==> config.mk <==
export PLATFORM = sky130hd
export DESIGN_NAME = ttlpq_ctrl
export DESIGN_NICKNAME = d
export VERILOG_FILES = /design/src/ttlpq_pkg.sv /design/src/ttlpq_ctrl.sv
export SDC_FILE = /design/constraint.sdc
export NUM_CORES = 1
export LEC_CHECK = 0
export ABC_AREA = 1
export BUFFER_PORTS_ARGS = -buffer_cell sky130_fd_sc_hd__buf_2
export CORE_UTILIZATION = 34
export CTS_BUF_LIST = sky130_fd_sc_hd__clkbuf_4
export DETAILED_ROUTE_END_ITERATION = 8
export MAX_ROUTING_LAYER = met4
export PLACE_DENSITY_LB_ADDON = 0.2
export SYNTH_ARGS = -nofsm -noshare
export SYNTH_HDL_FRONTEND = slang
export SYNTH_SLANG_ARGS = --single-unit
==> constraint.sdc <==
create_clock -name clock -period 1.5 [get_ports clock]
set_input_delay 0.225 -clock clock [delete_from_list [all_inputs] [get_ports clock]]
set_output_delay 0.225 -clock clock [all_outputs]
set_load 0.03 [all_outputs]
==> src/ttlpq_pkg.sv <==
// Shared types and codes for the expiring descriptor queue.
package ttlpq_pkg;

   localparam logic [3:0] OP_ENQ       = 4'd0;
   localparam logic [3:0] OP_PUSH      = 4'd1;
   localparam logic [3:0] OP_DEQ_HEAD  = 4'd2;
   localparam logic [3:0] OP_DEQ_ADDR  = 4'd3;
   localparam logic [3:0] OP_DEQ_CHAN  = 4'd4;
   localparam logic [3:0] OP_DEQ_BOTH  = 4'd5;
   localparam logic [3:0] OP_DEQ_NCHAN = 4'd6;
   localparam logic [3:0] OP_COUNT     = 4'd7;
   localparam logic [3:0] OP_FIND      = 4'd8;
   localparam logic [3:0] OP_REMOVE    = 4'd9;
   localparam logic [3:0] OP_PURGE     = 4'd10;

   localparam logic [1:0] ST_OK   = 2'd0;
   localparam logic [1:0] ST_MISS = 2'd1;
   localparam logic [1:0] ST_DROP = 2'd2;

   localparam logic [1:0] CSR_MAX_DELAY    = 2'd0;
   localparam logic [1:0] CSR_EVICT_OLDEST = 2'd1;
   localparam logic [1:0] CSR_MAX_PACKETS  = 2'd2;

   localparam logic [1:0] PASS_SEARCH  = 2'd0;
   localparam logic [1:0] PASS_COMPACT = 2'd1;
   localparam logic [1:0] PASS_SHIFT   = 2'd2;

   localparam int OUT_CNT_W = 10;

   typedef struct packed {
      logic       load;
      logic       pass_start;
      logic [1:0] pass_kind;
      logic       write_new;
      logic       finish;
      logic       drop;
   } cmd_type;

   typedef struct packed {
      logic pass_busy;
      logic hit_valid;
      logic full;
   } sts_type;

endpackage

==> src/ttlpq_ctrl.sv <==
// Sequencer for the queue: chooses and orders the scan passes of each command.
module ttlpq_ctrl (
   input  logic               clock,
   input  logic               reset,
   input  logic               req_valid,
   input  logic [3:0]         req_opcode,
   output logic               req_stall,
   output logic               rsp_valid,
   input  logic               rsp_stall,
   input  ttlpq_pkg::sts_type sts,
   output ttlpq_pkg::cmd_type cmd
);
   import ttlpq_pkg::*;

   localparam logic [2:0] S_IDLE    = 3'd0;
   localparam logic [2:0] S_DECIDE  = 3'd1;
   localparam logic [2:0] S_SEARCH  = 3'd2;
   localparam logic [2:0] S_COMPACT = 3'd3;
   localparam logic [2:0] S_CHECK   = 3'd4;
   localparam logic [2:0] S_SHIFT   = 3'd5;
   localparam logic [2:0] S_WRITE   = 3'd6;
   localparam logic [2:0] S_RESP    = 3'd7;

   logic [2:0] state_ff, state_in;
   logic [3:0] op_ff, op_in;
   logic       is_ins;

   assign req_stall = (state_ff != S_IDLE);
   assign rsp_valid = (state_ff == S_RESP);
   assign is_ins    = (op_ff inside {OP_ENQ, OP_PUSH});

   always_comb begin
      state_in = state_ff;
      op_in    = op_ff;
      cmd      = '0;
      case (state_ff)
         S_IDLE: begin
            if (req_valid) begin
               cmd.load = 1'b1;
               op_in    = req_opcode;
               state_in = S_DECIDE;
            end
         end
         S_DECIDE: begin
            case (op_ff) inside
               OP_ENQ, OP_PUSH: begin
                  if (sts.full) begin
                     cmd.pass_start = 1'b1;
                     cmd.pass_kind  = PASS_SEARCH;
                     state_in       = S_SEARCH;
                  end else if (op_ff == OP_ENQ) begin
                     state_in = S_WRITE;
                  end else begin
                     cmd.pass_start = 1'b1;
                     cmd.pass_kind  = PASS_SHIFT;
                     state_in       = S_SHIFT;
                  end
               end
               [OP_DEQ_ADDR:OP_DEQ_NCHAN]: begin
                  cmd.pass_start = 1'b1;
                  cmd.pass_kind  = PASS_SEARCH;
                  state_in       = S_SEARCH;
               end
               OP_DEQ_HEAD, [OP_COUNT:OP_PURGE]: begin
                  cmd.pass_start = 1'b1;
                  cmd.pass_kind  = PASS_COMPACT;
                  state_in       = S_COMPACT;
               end
               default: begin
                  cmd.finish = 1'b1;
                  state_in   = S_RESP;
               end
            endcase
         end
         S_SEARCH: begin
            if (!sts.pass_busy) begin
               if (sts.hit_valid) begin
                  cmd.pass_start = 1'b1;
                  cmd.pass_kind  = PASS_COMPACT;
                  state_in       = S_COMPACT;
               end else if (is_ins) begin
                  state_in = S_CHECK;
               end else begin
                  cmd.finish = 1'b1;
                  state_in   = S_RESP;
               end
            end
         end
         S_COMPACT: begin
            if (!sts.pass_busy) begin
               if (is_ins) begin
                  state_in = S_CHECK;
               end else begin
                  cmd.finish = 1'b1;
                  state_in   = S_RESP;
               end
            end
         end
         S_CHECK: begin
            if (sts.full) begin
               cmd.finish = 1'b1;
               cmd.drop   = 1'b1;
               state_in   = S_RESP;
            end else if (op_ff == OP_ENQ) begin
               state_in = S_WRITE;
            end else begin
               cmd.pass_start = 1'b1;
               cmd.pass_kind  = PASS_SHIFT;
               state_in       = S_SHIFT;
            end
         end
         S_SHIFT: begin
            if (!sts.pass_busy) begin
               state_in = S_WRITE;
            end
         end
         S_WRITE: begin
            cmd.write_new = 1'b1;
            cmd.finish    = 1'b1;
            state_in      = S_RESP;
         end
         S_RESP: begin
            if (!rsp_stall) begin
               state_in = S_IDLE;
            end
         end
         default: begin
            state_in = S_IDLE;
         end
      endcase
   end

   always_ff @(posedge clock) begin
      if (reset) begin
         state_ff <= S_IDLE;
         op_ff    <= OP_ENQ;
      end else begin
         state_ff <= state_in;
         op_ff    <= op_in;
      end
   end

endmodule

==> impl_metrics.env, run 1 <==
export IMPL_status="complete, but fails checks"
export IMPL_violations="DRC, setup timing"
export IMPL_finClkSkew_ps=6.742
export IMPL_placementRows=14
export IMPL_grt_max_degree=9
export IMPL_slowest_stage="dfxtp_2"
export IMPL_die_h_um=43.77
export IMPL_htree_levels=1
export IMPL_place_ws_ps=36.15
export IMPL_yosysMostFrequentCell="nand2_1"
export IMPL_fin_crit_sh_pct=110.2
export IMPL_synth_mux_area_share_pct=0
export IMPL_clock_latency_ps=250
export IMPL_gr_total_overflow=0
export IMPL_rsz0062_at_grt="yes"
export IMPL_min_period_ps=1652
export IMPL_drv_slew=0
export IMPL_r2r_start="state_ff[1]"
export IMPL_stdcell_count=149
export IMPL_syn_inst=94
export IMPL_netlist_area_um2=593.1
export IMPL_end_kind="output port"
export IMPL_areaGrowthSynthToFinish_pct=76.16
export IMPL_die_w_um=43.77
export IMPL_timing_worst_setup_path_type="reg -> out"
export IMPL_met3_usage_pct=2.917
export IMPL_endpoint="cmd[1]"
export IMPL_totalPowerFinal_w=0.001991
export IMPL_ys_warn_count=0
export IMPL_cts_buffer_depth=2
export IMPL_hold_violations=0
export IMPL_final_nets=145
export IMPL_ios=20
export IMPL_leakagePower_nw=0.4775
export IMPL_avgRoutedWirePerCell_um=13.78
export IMPL_setup_viol=4
export IMPL_yosysTopAreaCellShare_pct=23.63
export IMPL_met1_usage_pct=26.95
export IMPL_critical_path_cell_chain="inv_1 > a211oi_2 > o21ai_1 > o221ai_2 > buf_6"
export IMPL_cp_arrival_ps=1430
export IMPL_nFillCells=127
export IMPL_coreArea_um2=1559
export IMPL_ys_flop_type="dfxtp_1"
export IMPL_met2_usage_pct=32.84
export IMPL_numPortBuffers=19
export IMPL_drt_iter0_drc=35
export IMPL_start_kind="flop"
export IMPL_drt_pre_antenna_iters=6
export IMPL_root_buffer="clkbuf_4"
export IMPL_dieArea_um2=1915
export IMPL_synth_top_cell_by_area="dfxtp_1"
export IMPL_fmax_ghz=0.6052
export IMPL_ys_seq_elements=7
export IMPL_synth_top_family_by_area="simple AND/OR/NAND/NOR gates"
export IMPL_cts_sinks=7
export IMPL_detail_route_antenna_nets=0
export IMPL_vias=805
export IMPL_grt_use_total_pct=21.64
export IMPL_crit_path_max_fanout=4
export IMPL_worst_slew_pin_slew_ps=251.5
export IMPL_via_per_inst=5.403
export IMPL_synth_cell_types=24
export IMPL_syn_num_nets=105
export IMPL_drive_above_1_share_pct=56.39
export IMPL_cts_tree="yes"
export IMPL_synth_compound_area_share_pct=22.36
export IMPL_synth_simple_area_share_pct=43.04
export IMPL_place_congestion=0.8715
export IMPL_finalWorstSetupSlack_ps=-152.3
export IMPL_r2r_end="state_ff[2]"
export IMPL_synth_seq_area_share_pct=23.63
export IMPL_multi_input_comb_area_um2=491.7
export IMPL_critical_path_required_ps=1270
export IMPL_cpPeakStageDelay_ps=370
export IMPL_antenna_found_initial=0
export IMPL_ys_async_sr_fraction_pct=0
export IMPL_drc=1
export IMPL_grt_first_pass_wirelength_um=2953
export IMPL_wl_um=2053
export IMPL_powerDensity_nw_per_um2=1906
export IMPL_dp_hpwl_um=1252
export IMPL_gr_max_usage_layer="met2"
export IMPL_syn_avg_cell_area_um2=6.309
export IMPL_start_util_pct=38.04
export IMPL_synth_xor_area_share_pct=0
export IMPL_synth_enable_flop_cells=0
export IMPL_hold_slack_ps=216.0
export IMPL_maxCapViolCount=0
export IMPL_vdd_drop_max_uv=911.2
export IMPL_diodes=0
export IMPL_synthTopCellsByArea="dfxtp_1 24%, nand2_1 11%, nand3_1 9.3%"
export IMPL_r2r_cells=10
export IMPL_synthTopCellsByCount="17 x nand2_1, 11 x inv_1, 11 x nand3_1"
export IMPL_timing_slew_headroom_pct=83.22
export IMPL_holdCritPathClass="in -> reg"
export IMPL_r2r_slack_ps=70
export IMPL_synth_adder_area_share_pct=0
export IMPL_placed_cells=136
export IMPL_startpoint="state_ff[1]"
export IMPL_clkTransAtPathRegs_ps=60
export IMPL_numCtsBuffers=3
export IMPL_first_global_vias=686
export IMPL_seqCellArea_um2=155.1
[metrics by stage]
stage                     cell area, um^2  utilization [%]  setup TNS, ps
after floorplan                     625.6                -         -249.9
after global placement              795.8            51.04              0
after detailed placement            795.8            51.04              0
after CTS                           958.4            61.48         -261.9
after global routing                 1045            67.01         -682.7
final                                1045            67.01         -365.9
[timing repair]
item / in CTS / in global routing
hold buffers: 0 / 0
pin swaps: 6 / 9
setup endpoints to repair: 7 / 9
hold endpoints to repair: 0 / 0
buffers inserted: 3 / 6
resized for setup: 33 / 15
[area by class of cell]
| type | instances | share of cell area [%] |
|---|---|---|
| well taps | 16 | 1.916 |
| clock buffers | 4 | 2.874 |
| multi-input cells | 70 | 47.07 |
| flip-flops and latches | 7 | 14.85 |
| inverters | 16 | 5.988 |
| repair buffers | 36 | 27.31 |
[routing by layer]
metal / share of wire (%) / wire length, um
met1: 46 / 935
met2: 51 / 1041
met3: 3.2 / 66
met4: 0.49 / 10
met5: 0 / 0
[worst max-delay path, delay by kind of cell (launching register included)]
family	cells	cell delay, ps
AOI/OAI and AO/OA	3	560
buffers and inverters	2	240
DFF	1	370
[worst min-delay path by stage]
stage	start	end	slack (ps)	cells past startpoint
CTS	reset	state_ff[2]	210	2
finish	reset	state_ff[2]	220	2
global placement	reset	state_ff[2]	490	2
floorplan	reset	state_ff[1]	290	1
detailed placement	reset	state_ff[2]	490	2
global route	reset	state_ff[2]	220	2
[cell families (layout without fill, tap and decap cells)]
family | Yosys count | in the layout
and+or+nand+nor | 51 | 51
DFF | 7 | 7
AOI/OAI and AO/OA | 19 | 19
buffers and inverters | 17 | 56
[layout by cell type, fill, tap and decap left out, drive strengths merged]
cell type	netlist	routed
a21oi	4	4
o221ai	1	1
nand2	19	19
a21boi	1	1
or2	1	1
inv	15	15
o21bai	1	1
a211oi	5	5
nand4	5	5
clkinv	1	1
nor3	3	3
nor2	11	11
o21ai	6	6
nand3	11	11
dfxtp	7	7
o211ai	1	1
nor4	1	1
clkbuf	0	4
buf	1	36
[where the power goes]
group	internal, W	switching [W]
Combinational	0.000612	0.000839
Sequential	0.000272	0.0000786
Clock	0.000120	0.0000696
Total	0.00100	0.000988
[flip-flops by register name, summed over array words and instances, names as in the netlist]
signal / flops
op_ff: 4
state_ff: 3
No activity file was read; power rests on OpenSTA's default activity.
==> run 2: changes to the inputs <==
--- a/config.mk
+++ b/config.mk
@@ -12,6 +12,7 @@
 export DETAILED_ROUTE_END_ITERATION = 8
 export MAX_ROUTING_LAYER = met4
 export PLACE_DENSITY_LB_ADDON = 0.2
+export SKIP_LAST_GASP = 1
 export SYNTH_ARGS = -nofsm -noshare
 export SYNTH_HDL_FRONTEND = slang
 export SYNTH_SLANG_ARGS = --single-unit
==> impl_metrics.env, run 2 (synthesized netlist as in run 1, its figures left out) <==
export IMPL_status="complete, but fails checks"
export IMPL_violations="DRC, setup timing"
export IMPL_finalWorstSetupSlack_ps=-141.1
export IMPL_place_ws_ps=36.15
export IMPL_numPortBuffers=19
export IMPL_drt_pre_antenna_iters=8
export IMPL_grt_max_degree=9
export IMPL_numCtsBuffers=3
export IMPL_drt_iter0_drc=22
export IMPL_maxCapViolCount=0
export IMPL_rsz0062_at_grt="yes"
export IMPL_placementRows=14
export IMPL_combPwrFrac_pct=71.6
export IMPL_switching_share_pct=50.92
export IMPL_vias=792
export IMPL_htree_levels=1
export IMPL_cts_tree="yes"
export IMPL_critical_path_required_ps=1270
export IMPL_min_period_ps=1641
export IMPL_largest_reg_flops=4
export IMPL_die_h_um=43.77
export IMPL_antenna_found_initial=0
export IMPL_top_regs="op_ff: 4 flops, state_ff: 3 flops"
export IMPL_die_w_um=43.77
export IMPL_holdCritPathClass="in -> reg"
export IMPL_ios=20
export IMPL_via_per_inst=5.425
export IMPL_post_route_cell_area_um2=1006
export IMPL_leakagePower_nw=0.4556
export IMPL_setup_viol=4
export IMPL_p_sw_w=0.0009621
export IMPL_grt_first_pass_wirelength_um=2980
export IMPL_first_global_vias=681
export IMPL_totalPowerFinal_w=0.001890
export IMPL_drive_above_1_share_pct=53.08
export IMPL_vdd_drop_max_uv=880.9
export IMPL_drv_slew=0
export IMPL_dp_hpwl_um=1252
export IMPL_power_frac_seq_pct=18.2
export IMPL_cp_arrival_ps=1420
export IMPL_fin_crit_sh_pct=109.4
export IMPL_finClkSkew_ps=6.429
export IMPL_ctsHoldBuffers=0
export IMPL_wl_um=1957
export IMPL_coreArea_um2=1559
export IMPL_avgRoutedWirePerCell_um=13.40
export IMPL_grt_use_total_pct=21.91
export IMPL_root_buffer="clkbuf_4"
export IMPL_place_congestion=0.8715
export IMPL_areaGrowthSynthToFinish_pct=69.62
export IMPL_clock_latency_ps=260
export IMPL_nFillCells=140
export IMPL_hold_violations=0
export IMPL_final_cell_mix="16 x nand2_1, 15 x buf_4, 11 x buf_2"
export IMPL_regMostFlops="op_ff"
export IMPL_final_nets=142
export IMPL_p_int_w=0.0009275
export IMPL_start_util_pct=38.04
export IMPL_dieArea_um2=1915
export IMPL_powerDensity_nw_per_um2=1878
export IMPL_timing_worst_setup_path_type="reg -> out"
export IMPL_final_common_cell="nand2_1"
export IMPL_start_kind="flop"
export IMPL_clkTransAtPathRegs_ps=50
export IMPL_clockPowerShare_pct=10.3
export IMPL_detail_route_antenna_nets=0
export IMPL_gr_total_overflow=0
export IMPL_end_kind="output port"
export IMPL_timing_slew_headroom_pct=82.81
export IMPL_placed_area_um2=795.8
export IMPL_cts_buffer_depth=2
export IMPL_crit_path_max_fanout=4
export IMPL_fmax_ghz=0.6093
export IMPL_diodes=0
export IMPL_cts_sinks=7
export IMPL_drc=1
export IMPL_worst_slew_pin_slew_ps=257.6
==> run 2: changes by cell type in the layout (fill, tap and decap cells not counted), sizes merged <==
| cell | delta |
|---|---|
| buf | -3 |
==> run 2: metrics by stage <==
step | TNS, ps | instances | hold slack, ps | util [%]
floorplan | -249.9 | 94 | 294.1 | -
global placement | 0 | 136 | 487.8 | 51.04
detailed placement | 0 | 136 | 488.9 | 51.04
CTS | -299.4 | 143 | 207.3 | 60.75
global route | -745.4 | 146 | 219.4 | 64.53
finish | -375.7 | 146 | 210.0 | 64.53
==> run 2: critical path, stage by stage (launching register included) <==
cell,delay [ps]
dfxtp_2,360
inv_1,80
a211oi_2,260
o21ai_1,130
o221ai_2,170
buf_6,160
==> run 2: final timing paths <==
| path | slack (ps) | cells after the start | to | start |
|---|---|---|---|---|
| setup reg to reg | 40 | 10 | state_ff[2] | state_ff[1] |
| hold reg to reg | 530 | 2 | state_ff[2] | state_ff[2] |
| hold / removal | 210 | 2 | state_ff[2] | reset |
| setup / recovery | -140 | 5 | cmd[1] | state_ff[1] |
==> run 2: area by class of cell <==
class,instances,area [um^2],area share (%)
tap,16,20.02,1.990
multi-input combinational,70,484.2,48.13
clock buffer,4,30.03,2.985
timing repair buffer,33,255.2,25.37
inverter,16,62.56,6.219
sequential,7,153.9,15.30
==> run 2: repair_timing <==
action,CTS,global route
endpoints found under the setup margin,7,9
buffers inserted,3,3
pin swaps,6,4
resized for setup,30,13
==> run 2: metal layers <==
metal  routed length, um  GRT usage (%)  up-vias
li1                    -              -      395
met1                 888          27.71      359
met2                 938          33.73       32
met3                  85          2.500        6
met4                  45          11.88        0
met5                   0              -        -
==> run 2: power groups by stage <==
stage               Combinational [W]  Clock [W]  Sequential (W)
floorplan                    0.000721          0        0.000324
global placement              0.00102          0        0.000309
detailed placement            0.00102          0        0.000309
CTS                           0.00121   0.000197        0.000330
global route                  0.00145   0.000205        0.000351
finish                        0.00135   0.000194        0.000343
==> run 3: changes to the inputs <==
--- a/config.mk
+++ b/config.mk
@@ -7,7 +7,7 @@
 export LEC_CHECK = 0
 export ABC_AREA = 1
 export BUFFER_PORTS_ARGS = -buffer_cell sky130_fd_sc_hd__buf_2
-export CORE_UTILIZATION = 34
+export CORE_UTILIZATION = 24
 export CTS_BUF_LIST = sky130_fd_sc_hd__clkbuf_4
 export DETAILED_ROUTE_END_ITERATION = 8
 export MAX_ROUTING_LAYER = met4
==> impl_metrics.env, run 3 (synthesized netlist as in run 1, its figures left out) <==
export IMPL_status="complete, but fails checks"
export IMPL_violations="setup timing"
export IMPL_top_regs="op_ff: 4 flops, state_ff: 3 flops"
export IMPL_r2r_start="state_ff[1]"
export IMPL_r2r_end="state_ff[2]"
export IMPL_tns_ps=-251.1
export IMPL_min_to="state_ff[2]"
export IMPL_maxCapViolCount=0
export IMPL_stdcell_count=157
export IMPL_placementRows=17
export IMPL_holdCritPathClass="in -> reg"
export IMPL_htree_levels=1
export IMPL_hold_start="reset"
export IMPL_leakagePower_nw=0.4543
export IMPL_final_cell_mix="16 x nand2_1, 12 x buf_4, 11 x buf_2"
export IMPL_die_w_um=51.71
export IMPL_min_period_ps=1588
export IMPL_cts_sinks=7
export IMPL_antenna_found_initial=0
export IMPL_grt_use_total_pct=15.30
export IMPL_drive_above_1_share_pct=52.71
export IMPL_cp_top_family="buffers and inverters"
export IMPL_post_route_cell_area_um2=1015
export IMPL_ios=20
export IMPL_vdd_drop_max_uv=842.3
export IMPL_place_congestion=0.8605
export IMPL_dieArea_um2=2674
export IMPL_die_h_um=51.71
export IMPL_end_kind="output port"
export IMPL_nFillCells=231
export IMPL_rsz0062_at_grt="yes"
export IMPL_cts_tree="yes"
export IMPL_placed_area_um2=803.3
export IMPL_fin_crit_sh_pct=105.8
export IMPL_fmax_ghz=0.6299
export IMPL_crit_path_max_fanout=4
export IMPL_r2r_cells=10
export IMPL_final_nets=141
export IMPL_dp_hpwl_um=1433
export IMPL_timing_slew_headroom_pct=83.33
export IMPL_cpPeakStageDelay_ps=350
export IMPL_diodes=0
export IMPL_root_buffer="clkbuf_4"
export IMPL_final_common_cell="nand2_1"
export IMPL_drt_iter0_drc=12
export IMPL_start_util_pct=26.06
export IMPL_worst_path_buf_inv=3
export IMPL_largest_reg_flops=4
export IMPL_timing_worst_setup_path_type="reg -> out"
export IMPL_setup_viol=4
export IMPL_start_kind="flop"
export IMPL_coreArea_um2=2276
export IMPL_critical_path_cell_chain="buf_6 > nor3_4 > buf_4 > nand3_2 > nand3_2 > buf_6"
export IMPL_avgRoutedWirePerCell_um=11.78
export IMPL_areaGrowthSynthToFinish_pct=71.10
export IMPL_drt_pre_antenna_iters=5
export IMPL_numPortBuffers=19
export IMPL_clkTransAtPathRegs_ps=50
export IMPL_grt_first_pass_wirelength_um=2946
export IMPL_numCtsBuffers=3
export IMPL_slowest_stage="dfxtp_4"
export IMPL_via_per_inst=5.025
export IMPL_critical_path_required_ps=1270
export IMPL_grt_max_degree=9
export IMPL_drv_slew=0
export IMPL_worst_slew_pin_slew_ps=249.8
export IMPL_drc=0
export IMPL_cts_buffer_depth=2
export IMPL_clock_latency_ps=250
export IMPL_first_global_vias=726
export IMPL_powerDensity_nw_per_um2=1834
export IMPL_finClkSkew_ps=2.941
export IMPL_placed_cells=147
export IMPL_wl_um=1850
export IMPL_gr_total_overflow=0
export IMPL_cp_arrival_ps=1360
export IMPL_r2r_slack_ps=100
export IMPL_detail_route_antenna_nets=0
export IMPL_regMostFlops="op_ff"
export IMPL_finalWorstSetupSlack_ps=-87.65
export IMPL_vias=789
export IMPL_hold_violations=0
export IMPL_worstHoldPathCells=2
-- run 3: metrics by stage --
| stage | worst slack (ps) | hold slack (ps) | total power [W] | utilization, % |
|---|---|---|---|---|
| floorplan | -67.12 | 294.1 | 0.001045 | - |
| global placement | 69.43 | 487.7 | 0.001331 | 35.29 |
| detailed placement | 59.57 | 483.6 | 0.001343 | 35.29 |
| CTS | -91.62 | 207.0 | 0.001710 | 41.18 |
| global route | -153.2 | 206.3 | 0.002000 | 44.58 |
| finish | -87.65 | 214.1 | 0.001861 | 44.58 |
-- run 3: what timing repair did --
action | in CTS | in global routing
setup endpoints to repair | 8 | 8
setup buffers | 4 | 2
gates resized for setup | 27 | 20
pin swaps | 7 | 6
hold buffers | 0 | 0
-- run 3: worst reg2reg max path: stages (launching register included) --
cell and delay [ps]:
dfxtp_4 350, buf_6 130, nor3_4 210, buf_4 150, buf_4 100, nand2_1 40
clkinv_1 50, nand4_1 70, nand2_1 80, nand2_1 50, a21oi_1 100
-- run 3: where the power goes --
group,internal [W],switching [W]
sequential,0.000267,0.0000780
combinational,0.000535,0.000792
clock,0.000120,0.0000691
-- run 3: cell type report --
| cell class | instances | area, um^2 | area share, % |
|---|---|---|---|
| clock buffer | 4 | 30.03 | 2.959 |
| multi-input combinational | 70 | 484.2 | 47.72 |
| inverter | 16 | 65.06 | 6.412 |
| timing repair buffer | 32 | 246.5 | 24.29 |
| tap | 28 | 35.03 | 3.453 |
| sequential | 7 | 153.9 | 15.17 |
-- run 3: how the worst max path moves through the flow --
stage / startpoint / to / slack [ps] / cells past startpoint
2_1_floorplan: state_ff[0] / cmd[3] / -70 / 4
3_3_place_gp: state_ff[2] / cmd[3] / 70 / 5
3_5_place_dp: op_ff[3] / cmd[4] / 60 / 6
4_1_cts: state_ff[2] / cmd[5] / -90 / 6
5_1_grt: state_ff[2] / cmd[1] / -150 / 5
6_report: state_ff[1] / cmd[5] / -90 / 6
-- run 3: metal layers --
metal | up-vias | GRT usage (%) | wire [um] | part of all wire, %
met4 | 0 | 8.559 | 59 | 3.2
met5 | - | - | 0 | 0
met3 | 10 | 1.754 | 80 | 4.3
met2 | 28 | 25.54 | 931 | 50
met1 | 357 | 17.75 | 778 | 42
li1 | 394 | - | - | -
